### config.mk
export PLATFORM = sky130hd
export DESIGN_NAME = ima_adpcm_decoder_unit
export DESIGN_NICKNAME = d
export VERILOG_FILES = /design/src/design/imad_pkg.sv /design/src/design/imad_nibble_step.sv /design/src/design/ima_adpcm_decoder_unit.sv
export SDC_FILE = /design/constraint.sdc
export NUM_CORES = 1
export LEC_CHECK = 0
export BUFFER_PORTS_ARGS = -buffer_cell sky130_fd_sc_hd__clkbuf_2
export CAP_MARGIN = 20
export CORE_ASPECT_RATIO = 0.7
export CORE_UTILIZATION = 35
export CTS_BUF_LIST = sky130_fd_sc_hd__clkbuf_2 sky130_fd_sc_hd__clkbuf_4 sky130_fd_sc_hd__clkbuf_8
export DETAILED_ROUTE_END_ITERATION = 8
export SYNTH_ARGS = -nofsm -noshare
export SYNTH_HDL_FRONTEND = slang
export SYNTH_HIERARCHICAL = 1
export SYNTH_SLANG_ARGS = --single-unit
export TNS_END_PERCENT = 30
### constraint.sdc
create_clock -name aclk -period 14.2 [get_ports aclk]
set_clock_uncertainty 0.05 [all_clocks]
set_input_delay 2.84 -clock aclk [delete_from_list [all_inputs] [get_ports aclk]]
set_output_delay 2.84 -clock aclk [all_outputs]
set_load 0.01 [all_outputs]
### src/design/imad_pkg.sv
// Package for the IMA ADPCM decoder: opcodes, limits, step and index tables,
// and the structs passed between the top level and the nibble step unit.
// No dependencies.
package imad_pkg;

    localparam logic [1:0] OP_HEADER  = 2'd0;
    localparam logic [1:0] OP_DECODE  = 2'd1;
    localparam logic [1:0] OP_RESTORE = 2'd2;

    localparam logic [6:0]         IDX_MAX  = 7'd88;
    localparam logic signed [16:0] PRED_MAX = 17'sd32767;
    localparam logic signed [16:0] PRED_MIN = -17'sd32767;

    localparam int NIBBLES = 8;

    typedef struct packed {
        logic signed [15:0] predictor;
        logic [6:0]         step_index;
        logic [3:0]         code;
    } step_in_t;

    typedef struct packed {
        logic signed [15:0] predictor;
        logic [6:0]         step_index;
    } step_out_t;

    function automatic logic signed [7:0] idx_adjust(input logic [2:0] mag);
        logic signed [7:0] adj;
        case (mag)
            3'd4:    adj = 8'sd2;
            3'd5:    adj = 8'sd4;
            3'd6:    adj = 8'sd6;
            3'd7:    adj = 8'sd8;
            default: adj = -8'sd1;
        endcase
        return adj;
    endfunction

    function automatic logic [14:0] step_table(input logic [6:0] idx);
        logic [15:0] s;
        case (idx)
            7'd0:  s = 16'h0007; 7'd1:  s = 16'h0008; 7'd2:  s = 16'h0009; 7'd3:  s = 16'h000A;
            7'd4:  s = 16'h000B; 7'd5:  s = 16'h000C; 7'd6:  s = 16'h000D; 7'd7:  s = 16'h000E;
            7'd8:  s = 16'h0010; 7'd9:  s = 16'h0011; 7'd10: s = 16'h0013; 7'd11: s = 16'h0015;
            7'd12: s = 16'h0017; 7'd13: s = 16'h0019; 7'd14: s = 16'h001C; 7'd15: s = 16'h001F;
            7'd16: s = 16'h0022; 7'd17: s = 16'h0025; 7'd18: s = 16'h0029; 7'd19: s = 16'h002D;
            7'd20: s = 16'h0032; 7'd21: s = 16'h0037; 7'd22: s = 16'h003C; 7'd23: s = 16'h0042;
            7'd24: s = 16'h0049; 7'd25: s = 16'h0050; 7'd26: s = 16'h0058; 7'd27: s = 16'h0061;
            7'd28: s = 16'h006B; 7'd29: s = 16'h0076; 7'd30: s = 16'h0082; 7'd31: s = 16'h008F;
            7'd32: s = 16'h009D; 7'd33: s = 16'h00AD; 7'd34: s = 16'h00BE; 7'd35: s = 16'h00D1;
            7'd36: s = 16'h00E6; 7'd37: s = 16'h00FD; 7'd38: s = 16'h0117; 7'd39: s = 16'h0133;
            7'd40: s = 16'h0151; 7'd41: s = 16'h0173; 7'd42: s = 16'h0198; 7'd43: s = 16'h01C1;
            7'd44: s = 16'h01EE; 7'd45: s = 16'h0220; 7'd46: s = 16'h0256; 7'd47: s = 16'h0292;
            7'd48: s = 16'h02D4; 7'd49: s = 16'h031C; 7'd50: s = 16'h036C; 7'd51: s = 16'h03C3;
            7'd52: s = 16'h0424; 7'd53: s = 16'h048E; 7'd54: s = 16'h0502; 7'd55: s = 16'h0583;
            7'd56: s = 16'h0610; 7'd57: s = 16'h06AB; 7'd58: s = 16'h0756; 7'd59: s = 16'h0812;
            7'd60: s = 16'h08E0; 7'd61: s = 16'h09C3; 7'd62: s = 16'h0ABD; 7'd63: s = 16'h0BD0;
            7'd64: s = 16'h0CFF; 7'd65: s = 16'h0E4C; 7'd66: s = 16'h0FBA; 7'd67: s = 16'h114C;
            7'd68: s = 16'h1307; 7'd69: s = 16'h14EE; 7'd70: s = 16'h1706; 7'd71: s = 16'h1954;
            7'd72: s = 16'h1BDC; 7'd73: s = 16'h1EA5; 7'd74: s = 16'h21B6; 7'd75: s = 16'h2515;
            7'd76: s = 16'h28CA; 7'd77: s = 16'h2CDF; 7'd78: s = 16'h315B; 7'd79: s = 16'h364B;
            7'd80: s = 16'h3BB9; 7'd81: s = 16'h41B2; 7'd82: s = 16'h4844; 7'd83: s = 16'h4F7E;
            7'd84: s = 16'h5771; 7'd85: s = 16'h602F; 7'd86: s = 16'h69CE; 7'd87: s = 16'h7462;
            default: s = 16'h7FFF;
        endcase
        return s[14:0];
    endfunction

endpackage

### src/design/imad_nibble_step.sv
// One ADPCM nibble step: step lookup, difference, saturating predictor update
// and step index update. Combinational. Depends on imad_pkg.
module imad_nibble_step
    import imad_pkg::*;
(
    input  step_in_t  step_i,
    output step_out_t step_o
);

    logic [14:0]        step;
    logic [2:0]         mag;
    logic [18:0]        prod;
    logic signed [17:0] diff_ext;
    logic signed [17:0] pred_ext;
    logic signed [17:0] sum;
    logic signed [7:0]  idx_sum;

    assign mag      = step_i.code[2:0];
    assign step     = step_table(step_i.step_index);
    assign prod     = 19'(step) * 19'({mag, 1'b1});
    assign diff_ext = $signed({2'b00, prod[18:3]});
    assign pred_ext = 18'(step_i.predictor);
    assign idx_sum  = $signed({1'b0, step_i.step_index}) + idx_adjust(mag);

    always_comb begin
        if (step_i.code[3]) begin
            sum = pred_ext - diff_ext;
            if (sum < PRED_MIN) begin
                sum = 18'(PRED_MIN);
            end
        end else begin
            sum = pred_ext + diff_ext;
            if (sum > PRED_MAX) begin
                sum = 18'(PRED_MAX);
            end
        end
        step_o.predictor = sum[15:0];

        if (idx_sum < 8'sd0) begin
            step_o.step_index = 7'd0;
        end else if (idx_sum > $signed({1'b0, IDX_MAX})) begin
            step_o.step_index = IDX_MAX;
        end else begin
            step_o.step_index = idx_sum[6:0];
        end
    end

endmodule

### src/design/ima_adpcm_decoder_unit.sv
// Top level of the IMA ADPCM decoder: input word register, nibble sequencer,
// decoder state and output register. Depends on imad_pkg and imad_nibble_step.
//
// A header item (tuser 0) loads predictor and step index and saves them as the
// loop state; a restore item (tuser 2) reloads the loop state; both produce no
// output. A data item (tuser 1) produces eight samples, low nibble first, one
// per cycle while the output is not stalled, through a single nibble step unit
// whose result feeds the next nibble; the eighth carries tlast. A new item is
// taken in the cycle the eighth sample is registered, so data words follow one
// another with no gap. The output register decouples downstream stalls, which
// pause the sequence. Item code 3 is accepted and ignored.
module ima_adpcm_decoder_unit
    import imad_pkg::*;
(
    input  logic        aclk,
    input  logic        aresetn,
    input  logic        s_axis_tvalid,
    output logic        s_axis_tready,
    input  logic [31:0] s_axis_tdata,   // [31:0] word
    input  logic [1:0]  s_axis_tuser,   // [1:0] opcode
    output logic        m_axis_tvalid,
    input  logic        m_axis_tready,
    output logic [15:0] m_axis_tdata,   // [15:0] pcm_sample
    output logic        m_axis_tlast
);

    logic               busy_reg;
    logic [2:0]         nib_cnt_reg;
    logic [31:0]        word_reg;
    logic signed [15:0] predictor_reg;
    logic [6:0]         step_index_reg;
    logic signed [15:0] loop_predictor_reg;
    logic [6:0]         loop_step_index_reg;
    logic               out_valid_reg;
    logic [15:0]        out_sample_reg;
    logic               out_last_reg;

    logic               out_free;
    logic               advance;
    logic               last_nib;
    logic               accept;
    logic [6:0]         hdr_idx;
    step_in_t           step_in;
    step_out_t          step_out;

    assign out_free      = !out_valid_reg || m_axis_tready;
    assign advance       = busy_reg && out_free;
    assign last_nib      = (nib_cnt_reg == 3'(NIBBLES - 1));
    assign s_axis_tready = !busy_reg || (out_free && last_nib);
    assign accept        = s_axis_tvalid && s_axis_tready;
    assign hdr_idx       = (s_axis_tdata[22:16] > IDX_MAX) ? IDX_MAX : s_axis_tdata[22:16];

    assign step_in.predictor  = predictor_reg;
    assign step_in.step_index = step_index_reg;
    assign step_in.code       = word_reg[{nib_cnt_reg, 2'b00} +: 4];

    imad_nibble_step u_step (
        .step_i (step_in),
        .step_o (step_out)
    );

    always_ff @(posedge aclk) begin
        if (!aresetn) begin
            busy_reg            <= 1'b0;
            nib_cnt_reg         <= 3'd0;
            predictor_reg       <= 16'sd0;
            step_index_reg      <= 7'd0;
            loop_predictor_reg  <= 16'sd0;
            loop_step_index_reg <= 7'd0;
            out_valid_reg       <= 1'b0;
        end else begin
            if (out_free) begin
                out_valid_reg <= advance;
            end
            if (advance) begin
                predictor_reg  <= step_out.predictor;
                step_index_reg <= step_out.step_index;
                nib_cnt_reg    <= nib_cnt_reg + 3'd1;
                if (last_nib) begin
                    busy_reg <= 1'b0;
                end
            end
            if (accept) begin
                case (s_axis_tuser)
                    OP_HEADER: begin
                        predictor_reg       <= s_axis_tdata[15:0];
                        step_index_reg      <= hdr_idx;
                        loop_predictor_reg  <= s_axis_tdata[15:0];
                        loop_step_index_reg <= hdr_idx;
                    end
                    OP_RESTORE: begin
                        predictor_reg  <= loop_predictor_reg;
                        step_index_reg <= loop_step_index_reg;
                    end
                    OP_DECODE: begin
                        busy_reg    <= 1'b1;
                        nib_cnt_reg <= 3'd0;
                    end
                    default: ;
                endcase
            end
        end
    end

    always_ff @(posedge aclk) begin
        if (accept && s_axis_tuser == OP_DECODE) begin
            word_reg <= s_axis_tdata;
        end
        if (advance) begin
            out_sample_reg <= step_out.predictor;
            out_last_reg   <= last_nib;
        end
    end

    assign m_axis_tvalid = out_valid_reg;
    assign m_axis_tdata  = out_sample_reg;
    assign m_axis_tlast  = out_last_reg;

    a_decode_starts: assert property (@(posedge aclk) disable iff (!aresetn)
        (accept && s_axis_tuser == OP_DECODE) |=> (busy_reg && nib_cnt_reg == 3'd0))
        else $error("decode item did not start the nibble sequence");

    a_ready_only_at_end: assert property (@(posedge aclk) disable iff (!aresetn)
        (s_axis_tready && busy_reg) |-> (last_nib && out_free))
        else $error("input taken while a data word is still in progress");

    a_idx_range: assert property (@(posedge aclk) disable iff (!aresetn)
        (step_index_reg <= IDX_MAX) && (loop_step_index_reg <= IDX_MAX))
        else $error("step index out of range");

    a_last_ends_word: assert property (@(posedge aclk) disable iff (!aresetn)
        (advance && last_nib && !accept) |=> !busy_reg)
        else $error("sequencer kept running past the eighth nibble");

endmodule

=== After elaboration in Yosys (flattened, before gate mapping) ===
Memory sizes are Yosys's and may differ from the RTL's. A register that Yosys moved wholly into a read port is not among the register bits.
Cells that the tools add are included.

* Register bits after elaboration: 100
* Memory bits (read-only): 1920
* Input bits: 38
* Output and inout port bits: 19
* Logic and storage cells: 60
* Memories: 1

{| class="wikitable"
|+ Memory list
! name !! depth !! bits a word !! rd ports !! clocked after memory_dff !! wr ports !! RTL line !! source
|-
| (no name shown) || 128 || 15 || 1 || 1 || 0 || imad_pkg.sv:41 || <nowiki>case (idx)</nowiki>
|}

* Add/subtract/negate cells: 4
* $mul: 1
* Order comparisons: 5
* Eq/ne operators: 7
* Shifts and indexed selects: 1
* Mux-type cells: 21
* Reductions and logical operators: 10

{| class="wikitable"
|+ Operators by type and width
! kind !! count
|-
| $mux W16 || 5
|-
| $mux W7 || 6
|-
| $pmux W16 S2 || 1
|-
| $pmux W8 S4 || 1
|-
| $shiftx A32 B6 Y4 || 1
|-
| $mul A15 B4 Y19 || 1
|-
| $add A16 B17 Y18 || 1
|-
| $gt A18 B16 Y1 const B || 1
|-
| $lt A18 B16 Y1 const B || 1
|-
| $sub A16 B17 Y18 || 1
|-
| $eq A3 B3 Y1 const B || 5
|-
| $pmux W7 S2 || 1
|-
| $mux W3 || 3
|-
| $add A8 B8 Y8 || 1
|-
| $gt A8 B8 Y1 const B || 1
|-
| $lt A8 B1 Y1 const B || 1
|-
| $gt A7 B7 Y1 const B || 1
|-
| $logic_and A1 B1 Y1 || 4
|-
| $mux W1 || 4
|-
| $add A3 B1 Y3 const B || 1
|-
| $eq A2 B1 Y1 const B || 1
|-
| $eq A2 B2 Y1 const B || 1
|-
| $logic_not A1 Y1 || 2
|-
| $logic_not A2 Y1 || 1
|-
| 2 further kinds || 3
|}

=== Depth between registers and ports, before layout ===
Gate-level depths: netlist of run 1.

* Depth after elaboration: 11
* Mapped depth: 41
* Gate-level depth less buffers: 37

=== Cells and area by module ===
Netlist of run 1, hierarchy kept.

{| class="wikitable"
|+ By module, submodules not included
! module !! instances !! cells an instance !! area each (um^2) !! sequential area each (um^2)
|-
| imad_nibble_step || 1 || 928 || 6197.2 || 0.0
|-
| ima_adpcm_decoder_unit || 1 || 344 || 4277.9 || 2492.4
|}

=== Worst setup path after synthesis of run 1 ===
Ideal clock, no wire load.

* Kind: register to register
* Start point: reg, netlist name step_index_reg[1]
* End point: reg predictor_reg[13]
* Library setup time: 134 ps
* Arrival time: 8014 ps
* Data required time: 14016 ps
* Slack: 6002 ps
* Cell stages (with the launch flop): 38
* Buffers on the path: 3
* Period minus slack after synthesis: 8198 ps
* Path through: dfxtp_1 clkbuf_1 inv_1 ha_1 clkbuf_1 or3b_2 o21ai_0 mux4_2 a21oi_1 nor2_1 a21oi_1 and2_1 fa_1 inv_1 fa_1 inv_1 ha_1 a2111oi_0 (+2 left out) or2_1 a21o_1 a21o_1 xor2_1 ha_1 inv_1 nor3_1 a211oi_1 o21ai_1 a311oi_2 xnor2_1 o211ai_2 nand2_1 clkbuf_1 nand3_1 and3_1 a221oi_1 a211oi_1

{| class="wikitable"
|+ RTL lines
! item !! RTL line !! source
|-
| to (signal assigned) || ima_adpcm_decoder_unit.sv:76 || <nowiki>predictor_reg <= step_out.predictor;</nowiki>
|-
| to (signal assigned) || ima_adpcm_decoder_unit.sv:86 || <nowiki>predictor_reg <= s_axis_tdata[15:0];</nowiki>
|-
| to (signal assigned) || ima_adpcm_decoder_unit.sv:92 || <nowiki>predictor_reg <= loop_predictor_reg;</nowiki>
|-
| to (decl) || ima_adpcm_decoder_unit.sv:30 || <nowiki>logic signed [15:0] predictor_reg;</nowiki>
|}

==> results of run 1 <==
==> cells by family after synthesis <==
logic type / Yosys count / synth area share
fa+ha+maj: 106 / 0.147
flops: 100 / 0.238
mux: 50 / 0.0608
simple gates: 431 / 0.210
buf+inv: 180 / 0.0741
xor+xnor: 22 / 0.0184
compound gates: 383 / 0.251
==> per-stage QoR <==
stage / util / cells
6_report: 0.380 / 1641
2_1_floorplan: - / 1272
3_3_place_gp: 0.373 / 1624
4_1_cts: 0.379 / 1640
5_1_grt: 0.380 / 1641
3_5_place_dp: 0.373 / 1624
==> final cells by class <==
cell class / count / area [um2] / area share
Multi-Input combinational cell: 992 / 7210 / 0.651
Sequential cell: 100 / 2490 / 0.225
Tap cell: 378 / 473 / 0.0427
Timing Repair Buffer: 68 / 390 / 0.0352
Inverter: 87 / 327 / 0.0295
Clock buffer: 10 / 131 / 0.0119
Clock inverter: 6 / 57.6 / 0.00519
==> cell usage in the layout (no fill, tap or decap), types with 10 or more instances in the layout <==
cell	n
nor2_1	121
edfxtp_1	49
o21a_1	12
dfxtp_1	49
nor2b_1	30
inv_1	82
a221oi_2	10
a211oi_1	35
o211ai_1	15
mux2i_1	31
nand2b_1	22
o21ai_0	72
clkbuf_2	56
nor3b_1	10
ha_1	77
and2_1	29
a21o_1	13
xnor2_1	14
buf_4	11
nor3_1	35
and3_1	30
a221oi_1	13
fa_1	29
a21oi_1	104
nand3_1	46
nand2_1	63
mux4_2	10
a31oi_1	14
==> worst register-to-register path, delay by kind of cell (launching register included) <==
kind	cells	cell delay [ns]
AO/OA/AOI/OAI	17	3.63
AND/OR/NAND/NOR	11	2.71
adder cells (fa/ha/maj)	5	2.42
flip-flops	1	0.85
buffers and inverters	3	0.54
==> cells in the mapped netlist, types with 6 or more instances <==
library cell / count
xor2_1: 8
o31ai_1: 9
a21o_1: 13
a21boi_0: 8
nor3_1: 36
mux4_2: 10
clkbuf_1: 46
a221oi_1: 13
and3_1: 30
inv_1: 82
edfxtp_1: 49
a211o_1: 6
a31oi_1: 14
nor2_1: 121
a311oi_1: 6
o21a_1: 12
a221oi_2: 10
or3_1: 8
buf_1: 11
o211ai_1: 15
o22ai_1: 7
mux2_2: 8
nand2_1: 63
ha_1: 77
nor3b_1: 10
o21bai_1: 9
buf_2: 25
a211oi_1: 35
nand2b_1: 22
dfxtp_1: 51
a21oi_1: 104
nand4_1: 8
o21ai_1: 8
xnor2_1: 14
nor2b_1: 30
mux2i_1: 31
or2_2: 6
buf_6: 8
fa_1: 29
and2_1: 29
nand3_1: 46
o21ai_0: 72
==> path summary, 6_finish.rpt <==
check        slack, ns  cells after the start                             endpoint
max               3.84                     36          predictor_reg[1]$_SDFF_PN0_
min               0.43                      2  loop_predictor_reg[11]$_SDFFE_PN0P_
max reg2reg       3.84                     36          predictor_reg[1]$_SDFF_PN0_
min reg2reg       0.43                      2  loop_predictor_reg[11]$_SDFFE_PN0P_
==> power breakdown <==
part	leakage, nW	internal [mW]	total (mW)	switching [mW]
Sequential	0.867	0.335	0.351	0.0162
Clock	0.0970	0.0695	0.180	0.111
Combinational	3.59	0.396	1.10	0.706
Total	4.55	0.801	1.63	0.833
==> per-layer routing <==
metal / GRT usage / part of all wire / up-vias
met5: 0 / 0 / -
met1: 0.331 / 0.50 / 4728
met2: 0.267 / 0.39 / 474
met3: 0.0355 / 0.10 / 25
li1: - / - / 4591
met4: 0.0371 / 0.0090 / 0
==> metrics.txt, run 1 <==
status=finished, final reports clean; post-route ant nets=0; WP buf/inv=3; Post-CTS Setup Inserts=0; Hold Vio Cnt, Final=0; number of flops mapped to enable cells by yosys=49; TritonCTS buffer count=9; max incr delay on CP=between 0.8 and 0.9 ns; CTS root buffer=clkbuf_8; synthesized area=10500 um2; Post-Syn Nets=1416; Pleak=4.55 nW; Power Total=about 1.6 mW; H-Tree Level Count=3; Fillers=3004; YS warnings=6; Critical Path Fanout Max=22; Primary FF master, synth=dfxtp_1; Total GRT Usage=0.202; clk_lat worst skew=0.39 ns; WL/cell=19.3 um; Die H=roughly 150 um; Final WS setup=3.84 ns; Core ar.=approximately 29000 um2; Crit path arrival time=10.55 ns; Routed WL=approximately 32000 um; Async SR Flop Fraction=0; first-pass GRT wire length=49500 um; Final #Nets=1402; Post-Layout Inst Area=11100 um2; Ports=57; TritonRoute pass-1 iters=6; number of max-cap violations=0; P per Cell Area=147 nW/um2; crit path from=step_index_reg[1]$_SDFF_PN0_; Final HPWL DP=23100 um; DRC=0; fmax=roughly 0.097 GHz; setup TNS=0 ns; Seq/Total Area, Yosys=0.238; Final GP Congestion=0.935; IO Port Bufs=56; RSZ-0062 raised after global routing=no; Crit Reg-Reg Startpoint=step_index_reg[1]$_SDFF_PN0_; Hold-fix buffers, CTS=0; die width=209 um; WHS=0.431 ns; Setup WS pre-CTS=approximately 4.3 ns; Vias=9818; WP data required=14.39 ns; 1st-iter DRT viols=1420; initial antenna violation count=0; DR vias/cell=5.98; VDD IR max=0.136 mV; Antenna diodes=0; final setup vio count=0; Synth area leader=edfxtp_1; Site Rows=52; Tcrit/Tclk final=0.730; Starting Density=0.359; delay-heaviest family, CP=compound AO/OA/AOI/OAI gates; max reg flops=32; share of cells above drive strength 1=0.111; min Tclk post-route=roughly 10 ns; fin. max-slew vios=0; relative slew slack=0.355; Area contributors post-synth=edfxtp_1 (14%), dfxtp_1 (9.7%), ha_1 (9.2%); CTS sink count=100; Die ar.=30600 um2; Critical Path End Type=flip-flop; largest net degree at the start of global routing=67; Tightest Pin Transition=0.966 ns; CTS resizes=0; hold wc startpoint=loop_predictor_reg[11]$_SDFFE_PN0P_; Post-Synthesis Cells=1272; post-synth top area share=0.140; kind of critical path=reg2reg; post-synthesis register bit count=100; Tightest Hold Check Type=reg2reg; critical path startpoint category=flip-flop; clock buffer depth=2; vias in the first global route=a little under 9k; CTS tree=built; syn avg cell area=roughly 8.2 um2; slowest cell on the critical path=dfxtp_1; Reg clk slew, reported paths=0.11 ns; Post-DP Area=10900 um2; GRT overflow=0; Area Growth Syn to Fin=5.83%; Yosys cell types=80
No activity file was read; power rests on OpenSTA's default activity.
==> run 2, diff against run 1 <==
==> constraint.sdc (replaced) <==
create_clock -name aclk -period 10.7 [get_ports aclk]
set_clock_uncertainty 0.05 [all_clocks]
set_input_delay 2.14 -clock aclk [delete_from_list [all_inputs] [get_ports aclk]]
set_output_delay 2.14 -clock aclk [all_outputs]
set_load 0.01 [all_outputs]
==> run 2 against run 1 <==
Cell count up 0.37%. Global-route usage is 0.34 points higher. Critical path type unchanged. Final area is 0.70% higher. Hold slack improved by 0.0018 ns.
==> metrics.txt, run 2 (synthesis results as in run 1) <==
IO Port Bufs=56 (unchanged); Crit. path cell count=32 (-11%); Starting Density=0.359 (unchanged); WP data required=10.88 ns (-3.51 ns); Core ar.=29100 um2 (unchanged); Total GRT Usage=0.205 (+0.00341); Die ar.=30600 um2 (unchanged); number of max-cap violations=0 (unchanged); relative slew slack=0.354 (-0.00118); TritonCTS buffer count=9 (unchanged); Seq. cell area=2490 um2 (unchanged); largest net degree at the start of global routing=55 (-18%); setup TNS=0 ns (unchanged); clock buffer depth=2 (unchanged); Tightest Hold Check Type=reg2reg; GR Util met2=0.266 (-0.000500); WP buf/inv=3 (unchanged); Tightest Pin Transition=0.968 ns (+0.00177 ns); Critical Path Fanout Max=43 (+95%); Crit path arrival time=9.70 ns (-0.85 ns); final setup vio count=0 (unchanged); kind of critical path=reg2reg; Cell Count Post-Placement=1630 (+0.37%); critical path startpoint category=flip-flop; fin. max-slew vios=0 (unchanged); Hold Vio Cnt, Final=0 (unchanged); P per Cell Area=198 nW/um2 (+35%); CTS resizes=0 (unchanged); Post-CTS Setup Inserts=0 (unchanged); delay-heaviest family, CP=compound AO/OA/AOI/OAI gates; status=finished, final reports clean; non-filler cells, final=1647 (+0.37%); Die H=147 um (unchanged); FF-to-FF path depth=32 (-11%); Tcrit/Tclk final=0.889 (+0.160); post-route ant nets=0 (unchanged); fin util=0.383 (+0.00266); TritonRoute pass-1 iters=5 (-1); max reg flops=32 (unchanged); die width=209 um (unchanged); Vias=9886 (+0.69%); WL/cell=19.4 um (+0.91%); slowest cell on the critical path=dfxtp_2; met1 Usage GRT=0.343 (+0.0117); Routed WL=32000 um (+1.3%); Site Rows=52 (unchanged); vias in the first global route=8774 (+0.57%); Post-DP Area=10900 um2 (+0.41%); GR peak layer=met1; CTS sink count=100 (unchanged); most common cell after layout, fill and taps aside=nor2_1; min Tclk post-route=9.52 ns (-0.843 ns); clk_lat worst skew=0.39 ns (about the same); Area Growth Syn to Fin=6.57%; fmax=0.105 GHz (+8.9%); Final WS setup=1.18 ns (-2.66 ns); most used cell, CP=fa_1; first-pass GRT wire length=50300 um (+1.6%); GRT overflow=0 (unchanged); Setup WS pre-CTS=1.54 ns (-2.74 ns); Hold-fix buffers, CTS=0 (unchanged); Critical Path End Type=flip-flop; initial antenna violation count=0 (unchanged); DR vias/cell=6.00 (+0.33%); M3 GR Usage=0.0331 (-0.00235); Fillers=3005 (+0.033%); DRC=0 (unchanged); 1st-iter DRT viols=1086 (-24%); VDD IR max=0.166 mV (+22%); Final GP Congestion=0.936 (+0.14%); RSZ-0062 raised after global routing=no; Post-Layout Inst Area=11200 um2 (+0.70%); Final #Nets=1408 (+0.43%); Ports=57 (unchanged); max incr delay on CP=0.63 ns (-0.22 ns); share of cells above drive strength 1=0.116 (+0.00499); CTS tree=built; Reg clk slew, reported paths=0.11 ns (about the same); H-Tree Level Count=3 (unchanged); CTS root buffer=clkbuf_8; leading cell types in the layout, fill and taps excluded=nor2_1 (121), a21oi_1 (104), inv_1 (82), ha_1 (77), o21ai_0 (72); Hold Crit Depth=2 (unchanged); area of the multi-input gates=7210 um2 (unchanged); Pleak=4.60 nW (+1.0%); Final HPWL DP=23500 um (+2.0%); Antenna diodes=0 (unchanged)
run 2: through the flow:
step                hold slack, ns  power, mW
global route                 0.449       2.37
finish                       0.433       2.21
detailed placement           0.416       1.89
CTS                          0.430       2.17
global placement             0.411       1.89
floorplan                    0.404       1.53
run 2: final timing paths:
| kind | from | end | slack, ns |
|---|---|---|---|
| worst max-delay path | step_index_reg[2]$_SDFF_PN0_ | predictor_reg[1]$_SDFF_PN0_ | 1.18 |
| worst max register to register | step_index_reg[2]$_SDFF_PN0_ | predictor_reg[1]$_SDFF_PN0_ | 1.18 |
| worst min-delay path | loop_predictor_reg[13]$_SDFFE_PN0P_ | loop_predictor_reg[13]$_SDFFE_PN0P_ | 0.43 |
| worst min register to register | loop_predictor_reg[13]$_SDFFE_PN0P_ | loop_predictor_reg[13]$_SDFFE_PN0P_ | 0.43 |
run 2: layout make-up:
cell class | count | share of cell area
multi-input cells | 992 | 0.646
well taps | 378 | 0.0424
inverters | 87 | 0.0293
clock inverters | 7 | 0.00874
repair buffers | 74 | 0.0390
flip-flops and latches | 100 | 0.223
clock buffers | 9 | 0.0111
run 2: power by group:
part | internal [mW] | switching (mW) | total [mW]
combinational | 0.529 | 0.949 | 1.48
clock | 0.116 | 0.151 | 0.268
sequential | 0.445 | 0.0237 | 0.468
run 2: worst min-delay path: stages (launching register included):
cell and delay (ns):
dfxtp_1 0.32, o21ai_0 0.06, a21oi_1 0.06
run 2: layer usage:
layer,share of wire,routed length (um)
met5,0,0
met4,0.011,363
met3,0.087,2780
met2,0.39,12400
met1,0.51,16500
